## src/rtl/core/tfn_pkg.sv

```systemverilog
`default_nettype none
package tfn_pkg;

    localparam int COORD_BITS       = 16;
    localparam int NORMAL_FRAC_BITS = 14;
    localparam int OUT_BITS         = NORMAL_FRAC_BITS + 2;
    // leading one of the largest cross magnitude is moved to this bit
    localparam int NORM_TOP         = 29;

    localparam int EDGE_W  = COORD_BITS + 1;
    localparam int CROSS_W = 2 * EDGE_W;
    localparam int MAG_W   = CROSS_W - 1;
    localparam int TOP_W   = $clog2(MAG_W);
    localparam int A_W     = NORM_TOP + 1;
    localparam int SQ_W    = 2 * A_W;
    localparam int SUM_W   = SQ_W + 2;
    localparam int ROOT_W  = SUM_W / 2;
    localparam int NUM_W   = ROOT_W + NORMAL_FRAC_BITS;
    localparam int QUO_W   = NORMAL_FRAC_BITS + 1;

    typedef struct packed {
        logic signed [COORD_BITS-1:0] vertex0_x;
        logic signed [COORD_BITS-1:0] vertex0_y;
        logic signed [COORD_BITS-1:0] vertex0_z;
        logic signed [COORD_BITS-1:0] vertex1_x;
        logic signed [COORD_BITS-1:0] vertex1_y;
        logic signed [COORD_BITS-1:0] vertex1_z;
        logic signed [COORD_BITS-1:0] vertex2_x;
        logic signed [COORD_BITS-1:0] vertex2_y;
        logic signed [COORD_BITS-1:0] vertex2_z;
    } tfn_in_t;

    typedef struct packed {
        logic signed [OUT_BITS-1:0] normal_x;
        logic signed [OUT_BITS-1:0] normal_y;
        logic signed [OUT_BITS-1:0] normal_z;
        logic                       degenerate;
    } tfn_out_t;

    typedef struct packed {
        logic signed [CROSS_W-1:0] cx;
        logic signed [CROSS_W-1:0] cy;
        logic signed [CROSS_W-1:0] cz;
    } tfn_cross_t;

    // normalised magnitudes with their signs
    typedef struct packed {
        logic [2:0][A_W-1:0] a;
        logic [2:0]          neg;
        logic                degen;
    } tfn_vec_t;

    typedef struct packed {
        logic [2:0][QUO_W-1:0] q;
        logic [2:0]            neg;
        logic                  degen;
    } tfn_quo_t;

endpackage
`default_nettype wire

```

## src/rtl/core/tfn_norm.sv

```systemverilog
`default_nettype none
module tfn_norm (
    input  wire logic                aclk,
    input  wire logic                aresetn,
    input  wire logic                en,
    input  wire logic                in_valid,
    input  wire tfn_pkg::tfn_cross_t in_data,
    output logic                     out_valid,
    output tfn_pkg::tfn_vec_t        out_data
);
    import tfn_pkg::*;

    logic [2:0] vld_reg;

    logic [2:0][MAG_W-1:0] mag_reg, mag_next, mag2_reg;
    logic [2:0]            neg_reg, neg_next, neg2_reg;
    logic [TOP_W-1:0]      top_reg, top_next;
    logic                  degen_reg, degen_next;
    logic [MAG_W-1:0]      or_v;
    logic [MAG_W+NORM_TOP-1:0] wide [3];
    tfn_vec_t              vec_reg, vec_next;
    logic [CROSS_W-1:0]    c_v [3];

    always_comb begin
        c_v[0] = in_data.cx;
        c_v[1] = in_data.cy;
        c_v[2] = in_data.cz;
        for (int j = 0; j < 3; j++) begin
            neg_next[j] = c_v[j][CROSS_W-1];
            mag_next[j] = c_v[j][CROSS_W-1] ? MAG_W'(~c_v[j] + 1'b1) : c_v[j][MAG_W-1:0];
        end
    end

    // leading one of the or of the magnitudes is that of the largest one
    always_comb begin
        or_v     = mag_reg[0] | mag_reg[1] | mag_reg[2];
        top_next = '0;
        for (int b = 0; b < MAG_W; b++) begin
            if (or_v[b]) begin
                top_next = TOP_W'(b);
            end
        end
        degen_next = (or_v == '0);
    end

    always_comb begin
        for (int j = 0; j < 3; j++) begin
            wide[j]        = {mag2_reg[j], {NORM_TOP{1'b0}}} >> top_reg;
            vec_next.a[j]  = wide[j][A_W-1:0];
        end
        vec_next.neg   = neg2_reg;
        vec_next.degen = degen_reg;
    end

    always_ff @(posedge aclk) begin
        if (!aresetn) begin
            vld_reg <= '0;
        end else if (en) begin
            vld_reg <= {vld_reg[1:0], in_valid};
        end
    end

    always_ff @(posedge aclk) begin
        if (en) begin
            mag_reg   <= mag_next;
            neg_reg   <= neg_next;
            mag2_reg  <= mag_reg;
            neg2_reg  <= neg_reg;
            top_reg   <= top_next;
            degen_reg <= degen_next;
            vec_reg   <= vec_next;
        end
    end

    assign out_valid = vld_reg[2];
    assign out_data  = vec_reg;

endmodule
`default_nettype wire

```

## config.mk

```make
export PLATFORM = sky130hd
export DESIGN_NAME = tfn_norm
export DESIGN_NICKNAME = d
export VERILOG_FILES = /design/src/rtl/core/tfn_pkg.sv /design/src/rtl/core/tfn_norm.sv
export SDC_FILE = /design/constraint.sdc
export NUM_CORES = 1
export LEC_CHECK = 0
export ABC_AREA = 0
export BUFFER_PORTS_ARGS = -buffer_cell sky130_fd_sc_hd__buf_2
export CAP_MARGIN = 0
export CORE_MARGIN = 5
export CORE_UTILIZATION = 64
export DETAILED_ROUTE_END_ITERATION = 12
export GPL_ROUTABILITY_DRIVEN = 0
export PLACE_DENSITY = 0.83
export SYNTH_ARGS = -nofsm -noshare
export SYNTH_HDL_FRONTEND = slang
export SYNTH_SLANG_ARGS = --single-unit
export TNS_END_PERCENT = 5
```

## constraint.sdc

```tcl
create_clock -name aclk -period 5.5 [get_ports aclk]
set_clock_uncertainty 0.15 [all_clocks]
set_input_delay 0.55 -clock aclk [delete_from_list [all_inputs] [get_ports aclk]]
set_output_delay 0.55 -clock aclk [all_outputs]
set_load 0.02 [all_outputs]
```

==> results.py, run 1 <==
metrics = {
    "worst_setup_path": {
        "worstPathCellList": "buf_4 -> inv_2 -> buf_4 -> mux2_2 -> mux2i_1 -> a2bb2oi_1 -> o21ai_0",
        "path_buf_inv": 3,
        "crit_type": "register to register",
        "arrival_ps": 3750,
        "cp-start-kind": "register",
        "cpMaxStageDelayCell": "inv_2",
        "worst-path-max-fanout": 56,
        "cpPeakStageDelay_ps": 890,
        "crit_top_cell": "buf_4",
        "crit_path_end_kind": "register",
        "crit_family": "buffers and inverters",
        "worstPathRequired_ps": 5620,
    },
    "drt": {
        "ant_nets": 0,
        "detail_route.wl_per_cell_um": 26.1,
        "via_per_inst": 7.12,
        "wl_um": 51000,
        "vias": 13900,
        "drt_first_iter_violations": 2237,
        "drtPass1Iterations": 12,
        "drc": 1,
    },
    "cts": {
        "cts.sinks": 308,
        "cts_root_buf": "clkbuf_16",
        "cts_tree": "yes",
        "cts_buffer_depth": 3,
        "path_clk_slew_ps": 60,
        "htree_levels": 1,
        "cts_made_buffers": 30,
        "hold_buffers": 0,
        "clk_latency_ps": 560,
        "cts_setup_buffers": 0,
        "postCtsResizedCells": 0,
    },
    "floorplanning": {
        "start_util": 0.647,
        "die_y_um": 177,
        "dieArea_um2": 31500,
        "fp-row-count": 61,
        "core_um2": 27700,
        "num_io_pins": 201,
        "die_w_um": 177,
    },
    "grt": {
        "grt_pass1_vias": 13300,
        "grt_pass1_wl_um": 77800,
        "antenna_found_initial": 0,
        "grt_max_degree": 134,
        "grt_usage": 0.322,
        "overflow": 0,
    },
    "logic_synthesis": {
        "synthTopCellsByArea": "edfxtp_1 51%, mux4_2 11%, mux2_2 4.2%",
        "yosys.area.top_type": "edfxtp_1",
        "synthArstFlopShare": 0,
        "synth-edff-count": 305,
        "synth-seq-area-share": 0.514,
        "synth_flop_cell": "edfxtp_1",
        "ys_warn_count": 0,
        "syn_area_um2": 17900,
        "syn_inst": 1399,
        "ys_ff_latch": 308,
        "synthDistinctLibCells": 68,
        "postSynthAreaPerCell_um2": 12.8,
        "synth_top_area_share": 0.511,
        "syn_nets": 1508,
    },
    "sta": {
        "finalSetupViolations": 0,
        "period_share": 0.661,
        "slew_viol_final": 0,
        "tns_ps": 0,
        "grt_setup_unrepaired": "no",
        "worst_slack_ps": 1870,
        "fmax_mhz": 275,
        "slew_headroom": 0.247,
        "worstMarginPinSlew_ps": 1130,
        "hold_slack_ps": 50.7,
        "final-hold-violation-count": 0,
        "min_period_ps": 3630,
    },
    "hold_path": {
        "hold_class": "input port to register",
    },
    "final_layout": {
        "antennaDiodeCount": 0,
        "nNetsFinal": 1667,
        "drive_above_1_share": 0.281,
        "area_growth_pct": 12.7,
    },
    "job": {
        "drv_cap": 0,
    },
    "outcome": {
        "status": "finished with violations",
        "violations": "DRC",
    },
    "placed_design": {
        "io_buffers": 200,
        "post-place-ws_ps": 2020,
        "post-dp-hpwl_um": 37400,
    },
    "power": {
        "leakage_nw": 7.18,
        "p_total_mw": 6.56,
        "ir_drop_mv": 0.226,
        "p_per_area_nw_per_um2": 324,
    },
}
==> path summary, 6_finish.rpt <==
path,endpoint,from,cells past startpoint,slack (ps)
setup / recovery,out_data[27]$_DFFE_PP_,top_reg[2]$_SDFFCE_PN0P_,7,1870
hold / removal,mag_reg[0]$_DFFE_PP_,in_data[68],1,50
setup reg to reg,out_data[27]$_DFFE_PP_,top_reg[2]$_SDFFCE_PN0P_,7,1870
hold reg to reg,neg2_reg[2]$_DFFE_PP_,neg_reg[2]$_DFFE_PP_,0,280
==> kinds of logic after synthesis <==
kind of cell             synth area share
flip-flops                          0.514
buffers and inverters              0.0234
XOR/XNOR                           0.0454
AND/OR/NAND/NOR                    0.0912
adder cells (fa/ha/maj)           0.00209
multiplexers                        0.197
AO/OA/AOI/OAI                       0.127
==> stage by stage <==
step | cells | utilization | instance area (um2)
floorplan | 1399 | - | 17900
global placement | 1904 | 0.694 | 19200
detailed placement | 1904 | 0.694 | 19200
CTS | 1957 | 0.730 | 20200
global route | 1957 | 0.730 | 20200
finish | 1957 | 0.730 | 20200
==> cells in the final DEF (no fill, tap or decap), types with 10 or more instances in the layout <==
master and count:
a211oi_1 11, a21o_1 12, a21oi_1 28, a22oi_1 18, buf_2 199, buf_4 18, clkbuf_16 31, edfxtp_1 305
inv_1 10, mux2_2 67, mux2i_1 75, mux4_2 90, nand2_1 102, nand3_1 20, nor2_1 69, nor3_1 57
o21ai_0 74, o22ai_1 27, o2bb2ai_1 12, o31ai_1 29, o41ai_1 16, or3_1 16, xnor2_1 82, xor2_1 11
==> layer usage <==
metal,vias up,global-route usage,share of wire
met2,1185,0.490,0.44
li1,5955,-,-
met5,-,0,0
met3,218,0.0652,0.13
met4,0,0.171,0.068
met1,6571,0.442,0.37
==> cell usage after synthesis, drive strengths merged (4+ instances only) <==
cell type,instances
nor4,9
o22ai,27
o41ai,18
a22oi,18
a32o,6
buf,27
a221o,7
nand3,20
a21oi,28
nand2,102
o2bb2ai,12
inv,12
or2,5
or4,12
nand2b,7
or3,17
mux4,90
nor2,69
edfxtp,305
mux2,67
o221ai,9
a211oi,11
xnor2,82
xor2,11
o21bai,5
o31ai,30
mux2i,75
a211o,6
nor3,57
o21ai,75
nand4,9
o21a,9
a31o,4
o211ai,8
clkbuf,66
a31oi,6
and2,9
o22a,6
a21o,12
nor2b,7
==> cell type report <==
cell class | instances | area, um2
inverter | 12 | 45.0
sequential | 308 | 9220
multi-input combinational | 986 | 8300
timing repair buffer | 220 | 1190
tap | 378 | 473
fill | 1801 | 7490
clock buffer | 35 | 791
clock inverter | 18 | 198
==> where the power goes <==
part	switching, mW	internal [mW]
combinational	0.853	0.557
sequential	0.181	2.89
clock	0.864	1.21
total	1.90	4.66
Note: power is estimated with default switching activity, not from simulation.
==> run 2: changes to the inputs <==
--- a/config.mk
+++ b/config.mk
@@ -9,10 +9,10 @@
 export BUFFER_PORTS_ARGS = -buffer_cell sky130_fd_sc_hd__buf_2
 export CAP_MARGIN = 0
 export CORE_MARGIN = 5
-export CORE_UTILIZATION = 64
+export CORE_UTILIZATION = 60
 export DETAILED_ROUTE_END_ITERATION = 12
 export GPL_ROUTABILITY_DRIVEN = 0
-export PLACE_DENSITY = 0.83
+export PLACE_DENSITY = 0.78
 export SYNTH_ARGS = -nofsm -noshare
 export SYNTH_HDL_FRONTEND = slang
 export SYNTH_SLANG_ARGS = --single-unit
==> constraint.sdc (replaced) <==
create_clock -name aclk -period 3.7 [get_ports aclk]
set_clock_uncertainty 0.15 [all_clocks]
set_input_delay 0.37 -clock aclk [delete_from_list [all_inputs] [get_ports aclk]]
set_output_delay 0.37 -clock aclk [all_outputs]
set_load 0.02 [all_outputs]
==> run 2 against run 1 <==
Compared with the run above: the flow now finishes without violations; critical endpoint is now out_data[41]$_DFFE_PP_; die area is 6.3% higher; critical path depth is 1 lower; power is 51% higher; core utilization is 1.6 points lower; first-iteration DRC count is 1.7% lower; via count is 1.0% higher; clock-buffer cell count stayed put; critical path type unchanged; combinational power is 55% higher; worst hold slack worse by 42 ps.
==> results.py, run 2 (synthesized netlist as in run 1, its figures left out) <==
metrics = {
    "worst_setup_path": {
        "cp-start-kind": "register",
        "crit_type": "register to register",
        "path_buf_inv": 1,
        "reg2regPathDepth": 6,
        "worstPathCellList": "buf_4 -> mux4_2 -> mux2_2 -> mux2i_1 -> nor2_1 -> a211o_1",
        "cpPeakStageDelay_ps": 950,
        "arrival_ps": 3440,
        "cp.depth": 6,
        "crit_family": "multiplexers",
        "worstPathRequired_ps": 3870,
        "worst-path-max-fanout": 18,
        "cpMaxStageDelayCell": "edfxtp_1",
        "r2r_slack_ps": 430,
        "crit_path_end_kind": "register",
    },
    "drt": {
        "drt_first_iter_violations": 2198,
        "wl_um": 53200,
        "drc": 0,
        "wl_met1_um": 19800,
        "detail_route.wl_per_cell_um": 25.9,
        "vias": 14100,
        "wl_met3_um": 6460,
        "ant_nets": 0,
        "via_per_inst": 6.86,
        "top_layer": "met4",
        "drtPass1Iterations": 6,
        "wl_met2_um": 23900,
    },
    "grt": {
        "grt_pass1_wl_um": 81900,
        "grt_max_degree": 94,
        "grt_usage": 0.314,
        "overflow": 0,
        "grt_pass1_vias": 13800,
        "antenna_found_initial": 0,
    },
    "sta": {
        "fmax_mhz": 306,
        "slew_headroom": 0.203,
        "min_period_ps": 3270,
        "worstMarginPinSlew_ps": 1190,
        "slew_viol_final": 0,
        "grt_setup_unrepaired": "no",
        "period_share": 0.885,
        "final-hold-violation-count": 0,
        "hold_slack_ps": 8.81,
        "finalSetupViolations": 0,
        "tns_ps": 0,
    },
    "floorplanning": {
        "core_um2": 29600,
        "fp-row-count": 63,
        "die_y_um": 183,
        "num_io_pins": 201,
        "start_util": 0.607,
        "die_w_um": 183,
        "dieArea_um2": 33500,
    },
    "final_layout": {
        "final_cell_mix": "305 x edfxtp_1, 199 x buf_2, 102 x nand2_1, 90 x mux4_2, 82 x xnor2_1",
        "antennaDiodeCount": 0,
        "final_common_cell": "edfxtp_1",
        "nFillCells": 1925,
        "seqCellArea_um2": 9220,
        "final_util": 0.713,
        "drive_above_1_share": 0.275,
        "multiInputGateArea_um2": 8300,
        "nNetsFinal": 1748,
        "area_growth_pct": 17.6,
    },
    "cts": {
        "cts_root_buf": "clkbuf_16",
        "cts_buffer_depth": 3,
        "cts.sinks": 308,
        "cts_tree": "yes",
        "path_clk_slew_ps": 60,
        "cts_made_buffers": 31,
        "htree_levels": 1,
        "postCtsResizedCells": 0,
        "clk_latency_ps": 580,
    },
    "placed_design": {
        "io_buffers": 200,
        "post-dp-hpwl_um": 38100,
    },
    "job": {
        "drv_cap": 0,
    },
    "power": {
        "ir_drop_mv": 0.378,
        "leakage_nw": 7.56,
        "p_per_area_nw_per_um2": 469,
    },
    "outcome": {
        "status": "finished, final reports clean",
    },
    "hold_path": {
        "hold_class": "input port to register",
        "min_path_cells": 2,
    },
}
==> run 2: changes by cell type in the layout (fill, tap and decap cells not counted), sizes merged <==
cell	change
dlygate4sd3	+67
buf	+13
inv	+1
clkinv	+2
==> run 2: metrics by stage <==
step,area (um2),total power [mW],instances,setup WS (ps)
floorplan,17900,5.83,1399,1040
global placement,19400,6.60,1929,592
detailed placement,19400,6.66,1929,469
CTS,21100,9.83,2052,457
global route,21100,10.2,2052,268
finish,21100,9.89,2052,427
==> run 2: path summary, 6_finish.rpt <==
kind	startpoint	to
hold reg to reg	neg_reg[2]$_DFFE_PP_	neg2_reg[2]$_DFFE_PP_
setup / recovery	top_reg[0]$_SDFFCE_PN0P_	out_data[41]$_DFFE_PP_
hold / removal	in_data[37]	mag_reg[36]$_DFFE_PP_
setup reg to reg	top_reg[0]$_SDFFCE_PN0P_	out_data[41]$_DFFE_PP_
==> run 2: power breakdown <==
part / internal [mW] / switching (mW) / total, mW
Sequential: 4.29 / 0.261 / 4.55
Clock: 1.81 / 1.34 / 3.15
Combinational: 0.895 / 1.29 / 2.19
==> run 2: cell type report <==
cell class                      instances  area share
Sequential cell                       308       0.437
Multi-Input combinational cell        986       0.394
Timing Repair Buffer                  300      0.0962
Clock buffer                           35      0.0375
Tap cell                              390      0.0231
Clock inverter                         21      0.0103
Inverter                               12     0.00214
==> run 2: repair_timing <==
action	4_1_cts	5_1_grt
hold endpoints to repair	68	0
hold buffers	67	0
setup buffers	0	0
==> run 2: routing by layer <==
metal | vias up | GRT usage
met3 | 197 | 0.0543
met2 | 1124 | 0.487
li1 | 6108 | -
met5 | - | 0
met1 | 6641 | 0.438
met4 | 0 | 0.145
